`src/rtl/pts_pkg.sv`:
```
// ----------------------------------------------------------------------------
// pts_pkg: shared types and constants for the periodic task scheduler
// Holds the item structs, command and status codes, table sizing and the
// controller/datapath interface structs.
// ----------------------------------------------------------------------------
`default_nettype none

package pts_pkg;

  // Table sizing (2 to 256 slots)
  localparam int NUM_TASKS = 16;
  localparam int IDX_W     = $clog2(NUM_TASKS);
  localparam int CNT_W     = $clog2(NUM_TASKS + 1);

  // At most this many run results per scan
  localparam int SCAN_CAP  = 16;
  localparam int SCN_W     = $clog2(SCAN_CAP + 1);

  // Command codes
  localparam logic [3:0] CMD_TICK    = 4'd0;
  localparam logic [3:0] CMD_SCAN    = 4'd1;
  localparam logic [3:0] CMD_ADD     = 4'd2;
  localparam logic [3:0] CMD_SUSPEND = 4'd3;
  localparam logic [3:0] CMD_RESUME  = 4'd4;
  localparam logic [3:0] CMD_RESET   = 4'd5;
  localparam logic [3:0] CMD_DELETE  = 4'd6;
  localparam logic [3:0] CMD_SLEEP   = 4'd7;
  localparam logic [3:0] CMD_WAKEUP  = 4'd8;

  // Status codes
  localparam logic [1:0] STS_OK      = 2'd0;
  localparam logic [1:0] STS_INVALID = 2'd1;
  localparam logic [1:0] STS_UNUSED  = 2'd2;
  localparam logic [1:0] STS_FULL    = 2'd3;

  typedef struct packed {
    logic [3:0]  cmd;
    logic [7:0]  task_id;
    logic [31:0] ticks;
  } pts_in_t;

  typedef struct packed {
    logic [1:0] status;
    logic       run_valid;
    logic [7:0] run_task;
    logic       last;
  } pts_out_t;

  typedef enum logic [1:0] {
    S_IDLE,
    S_EXEC,
    S_SCAN,
    S_FINISH
  } pts_state_t;

  // Controller to datapath
  typedef struct packed {
    logic capture;    // latch the accepted item, rewind the scan
    logic exec;       // apply a slot/tick command and load its result
    logic scan_step;  // evaluate the current slot and advance
    logic finish;     // load the closing scan result
  } pts_cmd_t;

  // Datapath to controller
  typedef struct packed {
    logic is_scan;
    logic out_busy;
    logic emit;
    logic hold_valid;
    logic at_end;
  } pts_stat_t;

endpackage

`default_nettype wire

```
`src/rtl/pts_ctrl.sv`:
```
// ----------------------------------------------------------------------------
// pts_ctrl: sequencing state machine
// Accepts one item at a time, runs tick and slot commands or a slot-by-slot
// scan, and waits on the result register when it is occupied.
// ----------------------------------------------------------------------------
`default_nettype none

module pts_ctrl
  import pts_pkg::*;
(
  input  wire        clk,
  input  wire        rst,
  input  wire        cmd_valid,
  output logic       cmd_ready,
  input  pts_stat_t  stat,
  output pts_cmd_t   ctl
);

  pts_state_t state;
  pts_state_t state_next;
  logic       scan_stall;

  // Hold the scan when a second due slot needs the busy result register
  assign scan_stall = stat.emit && stat.hold_valid && stat.out_busy;

  always_ff @(posedge clk) begin
    if (rst) begin
      state <= S_IDLE;
    end else begin
      state <= state_next;
    end
  end

  always_comb begin
    state_next = state;
    case (state)
      S_IDLE: begin
        if (cmd_valid) state_next = S_EXEC;
      end
      S_EXEC: begin
        if (stat.is_scan) state_next = S_SCAN;
        else if (!stat.out_busy) state_next = S_IDLE;
      end
      S_SCAN: begin
        if (!scan_stall && stat.at_end) state_next = S_FINISH;
      end
      S_FINISH: begin
        if (!stat.out_busy) state_next = S_IDLE;
      end
      default: state_next = S_IDLE;
    endcase
  end

  always_comb begin
    cmd_ready     = 1'b0;
    ctl           = '0;
    case (state)
      S_IDLE: begin
        cmd_ready   = 1'b1;
        ctl.capture = cmd_valid;
      end
      S_EXEC: begin
        ctl.exec = !stat.is_scan && !stat.out_busy;
      end
      S_SCAN: begin
        ctl.scan_step = !scan_stall;
      end
      S_FINISH: begin
        ctl.finish = !stat.out_busy;
      end
      default: begin
        cmd_ready = 1'b0;
      end
    endcase
  end

endmodule

`default_nettype wire

```
`src/rtl/pts_datapath.sv`:
```
// ----------------------------------------------------------------------------
// pts_datapath: task table, tick counter and result register
// Slot flags live in flops; period, last run and sleep length live in
// memories with one write and one registered read port each.
// ----------------------------------------------------------------------------
`default_nettype none

module pts_datapath
  import pts_pkg::*;
(
  input  wire        clk,
  input  wire        rst,
  input  pts_in_t    cmd_data,
  input  pts_cmd_t   ctl,
  output pts_stat_t  stat,
  output logic       res_valid,
  input  wire        res_ready,
  output pts_out_t   res_data
);

  // Captured item
  pts_in_t            cur;

  // Slot state
  logic [NUM_TASKS-1:0] used;
  logic [NUM_TASKS-1:0] running;
  logic [NUM_TASKS-1:0] sleeping;
  logic [31:0]          tick_now;
  logic [CNT_W-1:0]     used_count;

  logic [31:0] period_mem [NUM_TASKS];
  logic [31:0] last_mem   [NUM_TASKS];
  logic [31:0] sleep_mem  [NUM_TASKS];
  logic [31:0] period_rd;
  logic [31:0] last_rd;
  logic [31:0] sleep_rd;

  // Scan state
  logic [IDX_W-1:0] idx;
  logic [IDX_W-1:0] rd_addr;
  logic [SCN_W-1:0] n_emit;
  logic             hold_valid;
  logic [IDX_W-1:0] hold_task;

  // Command decode
  logic [IDX_W-1:0] sid;
  logic             bad_id;
  logic [1:0]       exec_status;
  logic             exec_ok;

  // Scan evaluation
  logic        active;
  logic [31:0] elapsed;
  logic        wake;
  logic        emit;
  logic        at_end;

  // Memory write ports
  logic             per_we;
  logic [IDX_W-1:0] per_wa;
  logic [31:0]      per_wd;
  logic             lst_we;
  logic [IDX_W-1:0] lst_wa;
  logic [31:0]      lst_wd;
  logic             slp_we;
  logic [IDX_W-1:0] slp_wa;
  logic [31:0]      slp_wd;

  // Result register
  logic     out_busy;
  logic     out_load;
  pts_out_t out_next;

  assign sid    = cur.task_id[IDX_W-1:0];
  assign bad_id = {1'b0, cur.task_id} >= 9'(NUM_TASKS);

  always_comb begin
    exec_status = STS_OK;
    case (cur.cmd)
      CMD_TICK: exec_status = STS_OK;
      CMD_ADD: begin
        if (bad_id) exec_status = STS_INVALID;
        else if (used_count == CNT_W'(NUM_TASKS)) exec_status = STS_FULL;
      end
      CMD_DELETE: begin
        if (bad_id) exec_status = STS_INVALID;
      end
      CMD_SLEEP: begin
        if (bad_id || cur.ticks == 32'd0) exec_status = STS_INVALID;
        else if (!used[sid]) exec_status = STS_UNUSED;
      end
      CMD_SUSPEND, CMD_RESUME, CMD_RESET, CMD_WAKEUP: begin
        if (bad_id) exec_status = STS_INVALID;
        else if (!used[sid]) exec_status = STS_UNUSED;
      end
      default: exec_status = STS_INVALID;
    endcase
  end

  assign exec_ok = ctl.exec && (exec_status == STS_OK);

  // Scan: evaluate slot idx against registered table data
  assign active  = used[idx] && running[idx];
  assign elapsed = tick_now - last_rd;
  assign wake    = active && sleeping[idx] && (elapsed >= sleep_rd);
  assign emit    = active && (!sleeping[idx] || wake) && (elapsed >= period_rd)
                   && (n_emit < SCN_W'(SCAN_CAP));
  assign at_end  = idx == IDX_W'(NUM_TASKS - 1);
  assign rd_addr = (ctl.scan_step && !at_end) ? idx + 1'b1 : idx;

  // Memory write selection
  always_comb begin
    per_we = 1'b0;
    per_wa = sid;
    per_wd = cur.ticks;
    lst_we = 1'b0;
    lst_wa = sid;
    lst_wd = tick_now;
    slp_we = 1'b0;
    slp_wa = sid;
    slp_wd = 32'd0;
    if (exec_ok) begin
      case (cur.cmd)
        CMD_ADD: begin
          per_we = 1'b1;
          lst_we = 1'b1;
          lst_wd = 32'd0;
        end
        CMD_DELETE: begin
          per_we = 1'b1;
          per_wd = 32'd0;
          lst_we = 1'b1;
          lst_wd = 32'd0;
          slp_we = 1'b1;
        end
        CMD_SLEEP: begin
          lst_we = 1'b1;
          slp_we = 1'b1;
          slp_wd = cur.ticks;
        end
        CMD_RESET: begin
          lst_we = 1'b1;
          slp_we = 1'b1;
        end
        CMD_WAKEUP: slp_we = 1'b1;
        default: per_we = 1'b0;
      endcase
    end else if (ctl.scan_step) begin
      lst_we = emit;
      lst_wa = idx;
      slp_we = wake;
      slp_wa = idx;
    end
  end

  always_ff @(posedge clk) begin
    if (per_we) period_mem[per_wa] <= per_wd;
    if (lst_we) last_mem[lst_wa]   <= lst_wd;
    if (slp_we) sleep_mem[slp_wa]  <= slp_wd;
    period_rd <= period_mem[rd_addr];
    last_rd   <= last_mem[rd_addr];
    sleep_rd  <= sleep_mem[rd_addr];
  end

  // Slot flags, tick counter, occupancy
  always_ff @(posedge clk) begin
    if (rst) begin
      used       <= '0;
      running    <= '0;
      sleeping   <= '0;
      tick_now   <= '0;
      used_count <= '0;
    end else if (ctl.exec) begin
      if (cur.cmd == CMD_TICK) tick_now <= tick_now + 32'd1;
      if (exec_ok) begin
        case (cur.cmd)
          CMD_ADD: begin
            if (!used[sid]) used_count <= used_count + 1'b1;
            used[sid]     <= 1'b1;
            running[sid]  <= 1'b1;
            sleeping[sid] <= 1'b0;
          end
          CMD_DELETE: begin
            if (used[sid]) used_count <= used_count - 1'b1;
            used[sid]     <= 1'b0;
            running[sid]  <= 1'b0;
            sleeping[sid] <= 1'b0;
          end
          CMD_SLEEP:   sleeping[sid] <= 1'b1;
          CMD_SUSPEND: running[sid]  <= 1'b0;
          CMD_RESUME:  running[sid]  <= 1'b1;
          CMD_RESET:   running[sid]  <= 1'b0;
          CMD_WAKEUP:  sleeping[sid] <= 1'b0;
          default:     running[sid]  <= running[sid];
        endcase
      end
    end else if (ctl.scan_step && wake) begin
      sleeping[idx] <= 1'b0;
    end
  end

  // Item capture and scan progress
  always_ff @(posedge clk) begin
    if (ctl.capture) cur <= cmd_data;
  end

  always_ff @(posedge clk) begin
    if (rst) begin
      idx        <= '0;
      n_emit     <= '0;
      hold_valid <= 1'b0;
    end else if (ctl.capture) begin
      idx        <= '0;
      n_emit     <= '0;
      hold_valid <= 1'b0;
    end else if (ctl.scan_step) begin
      if (!at_end) idx <= idx + 1'b1;
      if (emit) begin
        n_emit     <= n_emit + 1'b1;
        hold_valid <= 1'b1;
      end
    end else if (ctl.finish) begin
      hold_valid <= 1'b0;
    end
  end

  always_ff @(posedge clk) begin
    if (ctl.scan_step && emit) hold_task <= idx;
  end

  // Result register: one due slot is held back until the next one or the
  // end of the scan shows whether it is the final result
  assign out_busy = res_valid && !res_ready;

  always_comb begin
    out_load = 1'b0;
    out_next = '0;
    if (ctl.exec) begin
      out_load        = 1'b1;
      out_next.status = exec_status;
      out_next.last   = 1'b1;
    end else if (ctl.scan_step && emit && hold_valid) begin
      out_load           = 1'b1;
      out_next.run_valid = 1'b1;
      out_next.run_task  = 8'(hold_task);
    end else if (ctl.finish) begin
      out_load           = 1'b1;
      out_next.run_valid = hold_valid;
      out_next.run_task  = hold_valid ? 8'(hold_task) : 8'd0;
      out_next.last      = 1'b1;
    end
  end

  always_ff @(posedge clk) begin
    if (rst) begin
      res_valid <= 1'b0;
    end else if (out_load) begin
      res_valid <= 1'b1;
    end else if (res_ready) begin
      res_valid <= 1'b0;
    end
  end

  always_ff @(posedge clk) begin
    if (out_load) res_data <= out_next;
  end

  assign stat.is_scan    = cur.cmd == CMD_SCAN;
  assign stat.out_busy   = out_busy;
  assign stat.emit       = emit;
  assign stat.hold_valid = hold_valid;
  assign stat.at_end     = at_end;

endmodule

`default_nettype wire

```
`src/rtl/periodic_task_scheduler.sv`:
```
// ----------------------------------------------------------------------------
// periodic_task_scheduler: cooperative periodic task table
// Tick, slot edit and scan commands over a table of NUM_TASKS slots.
// ----------------------------------------------------------------------------
//
//   channel | signals                         | direction | payload
//   --------+---------------------------------+-----------+-----------
//   cmd     | cmd_valid, cmd_ready, cmd_data  | in        | pts_in_t
//   res     | res_valid, res_ready, res_data  | out       | pts_out_t
//
// A tick or slot command is accepted, then executed while the result register
// is loaded. A scan is accepted, then primes the table read port, walks the
// NUM_TASKS slots in order and ends with a closing step.
// The per-slot walk is set by the single registered read port of each table
// memory. A busy result register holds the controller in place; a new item
// is taken once the previous one has loaded its final result.
// Reset (rst, synchronous) clears all slot flags, the tick count and the
// occupancy count; table memories need no clearing, a slot's fields are
// always written before they are used.
//
`default_nettype none

module periodic_task_scheduler
  import pts_pkg::*;
(
  input  wire       clk,
  input  wire       rst,
  input  wire       cmd_valid,
  output logic      cmd_ready,
  input  pts_in_t   cmd_data,
  output logic      res_valid,
  input  wire       res_ready,
  output pts_out_t  res_data
);

  // Command and status between the sequencer and the table
  pts_cmd_t  ctl;
  pts_stat_t stat;

  // Sequence commands and scans, one item at a time
  pts_ctrl u_ctrl (
    .clk       (clk),
    .rst       (rst),
    .cmd_valid (cmd_valid),
    .cmd_ready (cmd_ready),
    .stat      (stat),
    .ctl       (ctl)
  );

  // Hold the task table, tick count and result register
  pts_datapath u_datapath (
    .clk       (clk),
    .rst       (rst),
    .cmd_data  (cmd_data),
    .ctl       (ctl),
    .stat      (stat),
    .res_valid (res_valid),
    .res_ready (res_ready),
    .res_data  (res_data)
  );

endmodule

`default_nettype wire

```
`config.mk`:
```
export PLATFORM = sky130hd
export DESIGN_NAME = periodic_task_scheduler
export DESIGN_NICKNAME = d
export VERILOG_FILES = /design/src/rtl/pts_pkg.sv /design/src/rtl/pts_ctrl.sv /design/src/rtl/pts_datapath.sv /design/src/rtl/periodic_task_scheduler.sv
export SDC_FILE = /design/constraint.sdc
export NUM_CORES = 2
export LEC_CHECK = 0
export BUFFER_PORTS_ARGS = -buffer_cell sky130_fd_sc_hd__buf_2
export CORE_ASPECT_RATIO = 1.1
export CORE_MARGIN = 2
export CORE_UTILIZATION = 40
export CTS_BUF_LIST = sky130_fd_sc_hd__clkbuf_16
export DETAILED_ROUTE_END_ITERATION = 10
export HOLD_SLACK_MARGIN = 0.15
export PLACE_DENSITY = 0.61
export REMOVE_ABC_BUFFERS = 1
export SYNTH_ARGS = -nofsm -noshare
export SYNTH_HDL_FRONTEND = slang
export SYNTH_SLANG_ARGS = --single-unit
```
`constraint.sdc`:
```
create_clock -name clk -period 20.1 [get_ports clk]
set_input_delay 4.02 -clock clk [delete_from_list [all_inputs] [get_ports clk]]
set_output_delay 4.02 -clock clk [all_outputs]
set_load 0.01 [all_outputs]
```
* Word level (Yosys, flattened, before mapping)
Memory sizes are Yosys's and may differ from the RTL's. A register that Yosys moved wholly into a read port is not among the register bits. Cells that the tools add are included. Widths: inputs -> output; s select.
Storage, ports and cells: register bits 158, memory bits (writable) 1536, input port bits 48, output and inout bits 14, word-level logic and storage cells 197, memories kept 3
Memories:
- u_datapath.last_mem | depth 16, width 32, rd ports 1, clocked after Yosys merged registers in 1, wr ports 1, RTL line pts_datapath.sv:32 | logic [31:0] last_mem [NUM_TASKS];
- u_datapath.period_mem | depth 16, width 32, rd ports 1, clocked after Yosys merged registers in 1, wr ports 1, RTL line pts_datapath.sv:31 | logic [31:0] period_mem [NUM_TASKS];
- u_datapath.sleep_mem | depth 16, width 32, rd ports 1, clocked after Yosys merged registers in 1, wr ports 1, RTL line pts_datapath.sv:33 | logic [31:0] sleep_mem [NUM_TASKS];
Operators by class: $add $sub $neg 6, order comparisons 8, equal/unequal tests 20, multiplexer cells 76, bitwise operators 12, reduce and logical (&&, ||, !) cells 53
Operators by type and width (count):
- $mux 32 | 6
- $and 16x16->16 | 4
- $ge 32x32->1 | 2
- $pmux 16 s2 | 2
- $mux 16 | 3
- $or 16x16->16 | 3
- $pmux 16 s3 | 1
- $mux 1 | 36
- $add 32x1->32 const B | 1
- $logic_not 32->1 | 1
- $not 16->16 | 2
- $sub 32x32->32 | 1
- $bmux 1 s4 | 5
- $logic_and 1x1->1 | 18
- $mux 2 | 9
- $bwmux 16 | 1
- $eq 4x3->1 const B | 4
- $mux 4 | 4
- $reduce_or 4->1 | 3
- $add 5x1->5 const B | 2
- $lt 4x5->1 const B | 2
- $mux 10 | 1
- $mux 5 | 2
- $pmux 2 s5 | 1
- 29 further kinds | 61

* Longest topological paths before layout
word-level depth 18, mapped depth 31, depth with buffers taken out 28

* Hierarchy
A second synthesis with hierarchy kept.
Unflattened totals: cells, all modules 4058, area, all modules 71628.7 um^2
Modules (own cells, without submodules):
- pts_datapath | times used 1, cells each 4039, area each 71492.3 um^2, seq. area each 51649.5 um^2
- pts_ctrl | times used 1, cells each 19, area each 136.4 um^2, seq. area each 40.0 um^2

* Least setup slack after synthesis
Ideal clock, no wire load.
kind input to register, from input res_ready, to memory u_datapath.period_mem[15][0] (enable), setup time 424 ps, arrival time 7012 ps, required time 19676 ps, setup slack 12664 ps, cell stages on the path 8, path buffers 2, cell sequence nand2b_1 > nand2_1 > a211o_1 > nand3b_1 > or3_1 > clkbuf_1 > buf_1 > nor2_1
Between the ends: longest elaborated chain between the ends 9
RTL lines:
- start, declared | RTL line periodic_task_scheduler.sv:32 | input wire res_ready,
- $logic_not 1->1 | RTL line pts_datapath.sv:233 | assign out_busy = res_valid && !res_ready;
- $logic_and 1x1->1 | RTL line pts_datapath.sv:233
- $logic_not 1->1
- $logic_and 1x1->1 | RTL line pts_ctrl.sv:63 | ctl.exec = !stat.is_scan && !stat.out_busy;
- $mux 1 | RTL line pts_ctrl.sv:57 | case (state)
- $logic_and 1x1->1 | RTL line pts_datapath.sv:100 | assign exec_ok = ctl.exec && (exec_status == STS_OK);
- $mux 1 | RTL line pts_datapath.sv:122 | if (exec_ok) begin
- $mux 1 | RTL line pts_datapath.sv:157 | if (per_we) period_mem[per_wa] <= per_wd;
- $mux 1 (not written as such) | RTL line pts_datapath.sv:157
- end, declared | RTL line pts_datapath.sv:31
Every way passes these cells.

* Worst setup path in the final report
from register u_datapath.tick_now[0], to register u_datapath.sleep_rd[6] (read register of u_datapath.sleep_mem)
Between the ends: longest elaborated chain between the ends 13, elaborated cells on any way between the ends 14, those cells by class 1 x add/sub; 2 x order compare; 2 x mux; 9 x reduce/logical
RTL lines:
- start, declared | RTL line pts_datapath.sv:28 | logic [31:0] tick_now;
- start signal, assigned | RTL line pts_datapath.sv:174 | if (cur.cmd == CMD_TICK) tick_now <= tick_now + 32'd1;
- $sub 32x32->32 (*) | RTL line pts_datapath.sv:104 | assign elapsed = tick_now - last_rd;
- $ge 32x32->1 | RTL line pts_datapath.sv:105 | assign wake = active && sleeping[idx] && (elapsed >= sleep_rd);
- $logic_and 1x1->1 | RTL line pts_datapath.sv:105
- $logic_or 1x1->1 | RTL line pts_datapath.sv:106 | assign emit = active && (!sleeping[idx] || wake) && (elapsed >= period_rd)
- $logic_and 1x1->1 | RTL line pts_datapath.sv:106
- $logic_and 1x1->1 (*) | RTL line pts_datapath.sv:106
- $logic_and 1x1->1 (*) | RTL line pts_datapath.sv:107 | && (n_emit < SCN_W'(SCAN_CAP));
- $logic_and 1x1->1 (*) (2 in a row) | RTL line pts_ctrl.sv:24 | assign scan_stall = stat.emit && stat.hold_valid && stat.out_busy;
- $logic_not 1->1 (*) | RTL line pts_ctrl.sv:66 | ctl.scan_step = !scan_stall;
- $mux 1 (*) | RTL line pts_ctrl.sv:57
- $logic_and 1x1->1 (*) | RTL line pts_datapath.sv:109 | assign rd_addr = (ctl.scan_step && !at_end) ? idx + 1'b1 : idx;
- $mux 4 (*) | RTL line pts_datapath.sv:109
- end, declared | RTL line pts_datapath.sv:36 | logic [31:0] sleep_rd;
Every way passes the cells marked *; elsewhere a longest branch is shown, timed or not. A chain may end at the register's enable or synchronous reset.

==> reports/metrics.cfg <==
[outcome]
status = finished, final reports clean

[worst_setup_path]
regToRegStartpoint = u_datapath.tick_now[0]$_SDFFE_PP0P_
critPathSlowestCell = and2_4
critPathArrivalTime_ps = 11040
rr_worst_depth = 29
path_max_fanout = 78
startpoint = u_datapath.tick_now[0]$_SDFFE_PP0P_
r2r_end = u_datapath.sleep_rd[6]$_DFF_P_
ff2ff_setup_slack_ps = 9820
critical_path.startpoint_type = flip-flop
cp.required_ps = 20860
crit_type = reg -> reg
cp-end-kind = flip-flop
slowest_delay_ps = 1000

[layout]
nets = 4876
area_delta_synth_final_pct = 13.0
drive_gt1_share_pct = 10.3

[floorplanning]
start_util_pct = 40.2
die-width_um = 401
die_area_um2 = 176000
coreArea_um2 = 172000
ioPinCount = 62
core.rowCount = 160
fp.dieH_um = 440

[power]
power_density_nw_per_um2 = 97.2
vdd_drop_max_uv = 93.2
p_leak_nw = 24.8

[global_route]
grt_pass1_wl_um = 289000
grt_pass1_vias = 42600
antenna_found_initial = 1
grt_max_degree = 153
overflow = 0
grt_use_total_pct = 22.1

[cts]
htree_levels = 4
clk_path_buf_depth = 3
clock_latency_ps = 820
cts_sinks = 1786
hold_buffers = 0
root_buffer = clkbuf_16
cts_resized = 0
cts_buffers = 181
clkTransAtPathRegs_ps = 60
cts_tree = built
post_cts_buffers = 0

[synth]
yosysMostFrequentCell = edfxtp_1
synth.area.top_cells = edfxtp_1 69%, o22ai_1 6.0%, dfxtp_1 5.6%
synth_top_area_cell = edfxtp_1
ys_seq_area_share_pct = 74.7
async_flop_share_pct = 0
ys_types = 76
ys.flop_type = edfxtp_1
yosys.area.top_type_share_pct = 69.1
syn-cell-area_um2 = 69200
synthCells = 4679
synth_common_cells = 1,592 x edfxtp_1, 668 x o22ai_1, 305 x nor3_1
ys_ff_latch = 1786
yosysWarnings = 0
synth_edf_count = 1592
synth_area_per_cell_um2 = 14.8

[timing]
fin_crit_sh_pct = 51.1
fin_crit_ps = 10280
fin_setup_tns_ps = 0
drv_slew = 0
worst_pin_slew_ps = 1430
rsz0062_at_grt = no
finalSetupViolations = 0
relSlewSlack_pct = 4.55
fmax_ghz = 0.0973
finalHoldViolations = 0
setup_slack_ps = 9820
fin_skew_ps = 51.0

[detailed_routing]
routed_wl_um = 199000
viasPerCell = 6.09
ant_nets = 0
drtPass1Iterations = 5
routedWlPerCell_um = 27.9
drc = 0
vias = 43500
drt_iter0_markers = 4991

[placement]
gp_congestion = 0.943
dp_hpwl_um = 105000
port_buffers = 57
dp_worst_setup_slack_ps = 9880

[worst_hold_path]
min_path_type = reg -> reg
min_path_cells = 2

[flow_run]
drv_cap = 0

==> state kept, by name, indices dropped and copies added (netlist names), 32 cells and up, named ones only <==
register	count
u_datapath.sleep_rd	32
u_datapath.cur	44
u_datapath.sleep_mem	512
u_datapath.tick_now	32
u_datapath.last_rd	32
u_datapath.period_mem	512
u_datapath.last_mem	512
u_datapath.period_rd	32
==> how the worst max path moves through the flow <==
stage	slack, ps	cells after the start	to
global placement	10130	29	u_datapath.sleep_rd[15]$_DFF_P_
detailed placement	9880	29	u_datapath.sleep_rd[6]$_DFF_P_
CTS	9850	29	u_datapath.sleep_rd[6]$_DFF_P_
floorplan	6620	27	u_datapath.period_rd[30]$_DFF_P_
global route	9210	26	u_datapath.sleep_rd[6]$_DFF_P_
finish	9820	29	u_datapath.sleep_rd[6]$_DFF_P_
==> power breakdown <==
part	total, mW	internal, mW	switching, mW	leakage, nW
sequential	4.04	4.02	0.0208	15.9
clock	3.33	1.91	1.42	3.05
combinational	0.240	0.0805	0.160	5.84
total	7.61	6.01	1.60	24.8
==> critical path: cells and delay by family, from the launching register on <==
| kind | cells | cell delay, ps |
|---|---|---|
| flops | 1 | 350 |
| buf+inv | 4 | 1790 |
| compound gates | 11 | 3660 |
| xor+xnor | 1 | 120 |
| simple gates | 10 | 3250 |
| fa+ha+maj | 3 | 900 |
==> layer usage <==
| layer | GRT usage (%) | vias up | wire length, µm |
|---|---|---|---|
| li1 | - | 18800 | - |
| met1 | 30.1 | 22200 | 82000 |
| met2 | 35.6 | 2098 | 93800 |
| met3 | 3.68 | 355 | 16600 |
| met4 | 8.25 | 0 | 6960 |
| met5 | 0 | - | 0 |
==> placed cells by master (no fill, tap or decap), types with 6 or more instances in the layout <==
cell and n:
o21ai_0 80, xnor2_1 33, nand3_1 38, mux2i_1 6
nor2_4 48, clkinv_2 15, mux4_2 17, nor2b_1 16
a21o_1 19, nor2_1 249, o22ai_1 668, bufinv_16 18
and3_1 7, o21a_1 14, or2_2 9, inv_1 158
a211oi_1 19, buf_2 57, nand2b_1 20, clkinv_1 49
xor2_1 28, nor4_1 105, or4_1 96, a31oi_1 19
o221ai_1 75, nand2_1 111, or3_1 18, edfxtp_1 1592
a21oi_1 103, and2_1 104, dfxtp_1 194, nor3_1 303
buf_4 92, nand4_1 19, o22a_1 73, ha_1 104
clkbuf_16 185
==> per-stage QoR <==
stage	area [µm²]	cells	util, %	hold slack [ps]	power, mW
5_1_grt	78200	7143	45.4	488	7.80
6_report	78200	7145	45.4	475	7.61
4_1_cts	78200	7143	45.4	474	7.64
2_1_floorplan	67900	4388	-	440	4.26
3_5_place_dp	72300	6807	41.9	466	4.35
3_3_place_gp	72300	6807	41.9	456	4.35
==> layout make-up <==
cell class              count  area, µm²
diodes                      2       5.00
clock buffers             185       4630
clock inverters           151       1300
fillers                 14900      94100
inverters                 111        417
multi-input cells        2491      16300
flip-flops and latches   1786      51700
well taps                2268       2840
repair buffers            151       1020
==> logic make-up (layout without fill, tap and decap cells) <==
logic type / count (synthesis) / in the layout / share of synthesized area, %
AOI/OAI and AO/OA: 1119 / 1119 / 10.6
xor gates and xnor gates: 61 / 61 / 0.772
adders and majority gates: 107 / 107 / 1.95
buffers and inverters: 405 / 598 / 2.46
DFF: 1786 / 1786 / 74.7
muxes: 30 / 30 / 0.759
other: 1 / 6 / 0.00542
and+or+nand+nor: 1170 / 1170 / 8.74
Power figures use the tool's default switching activity.
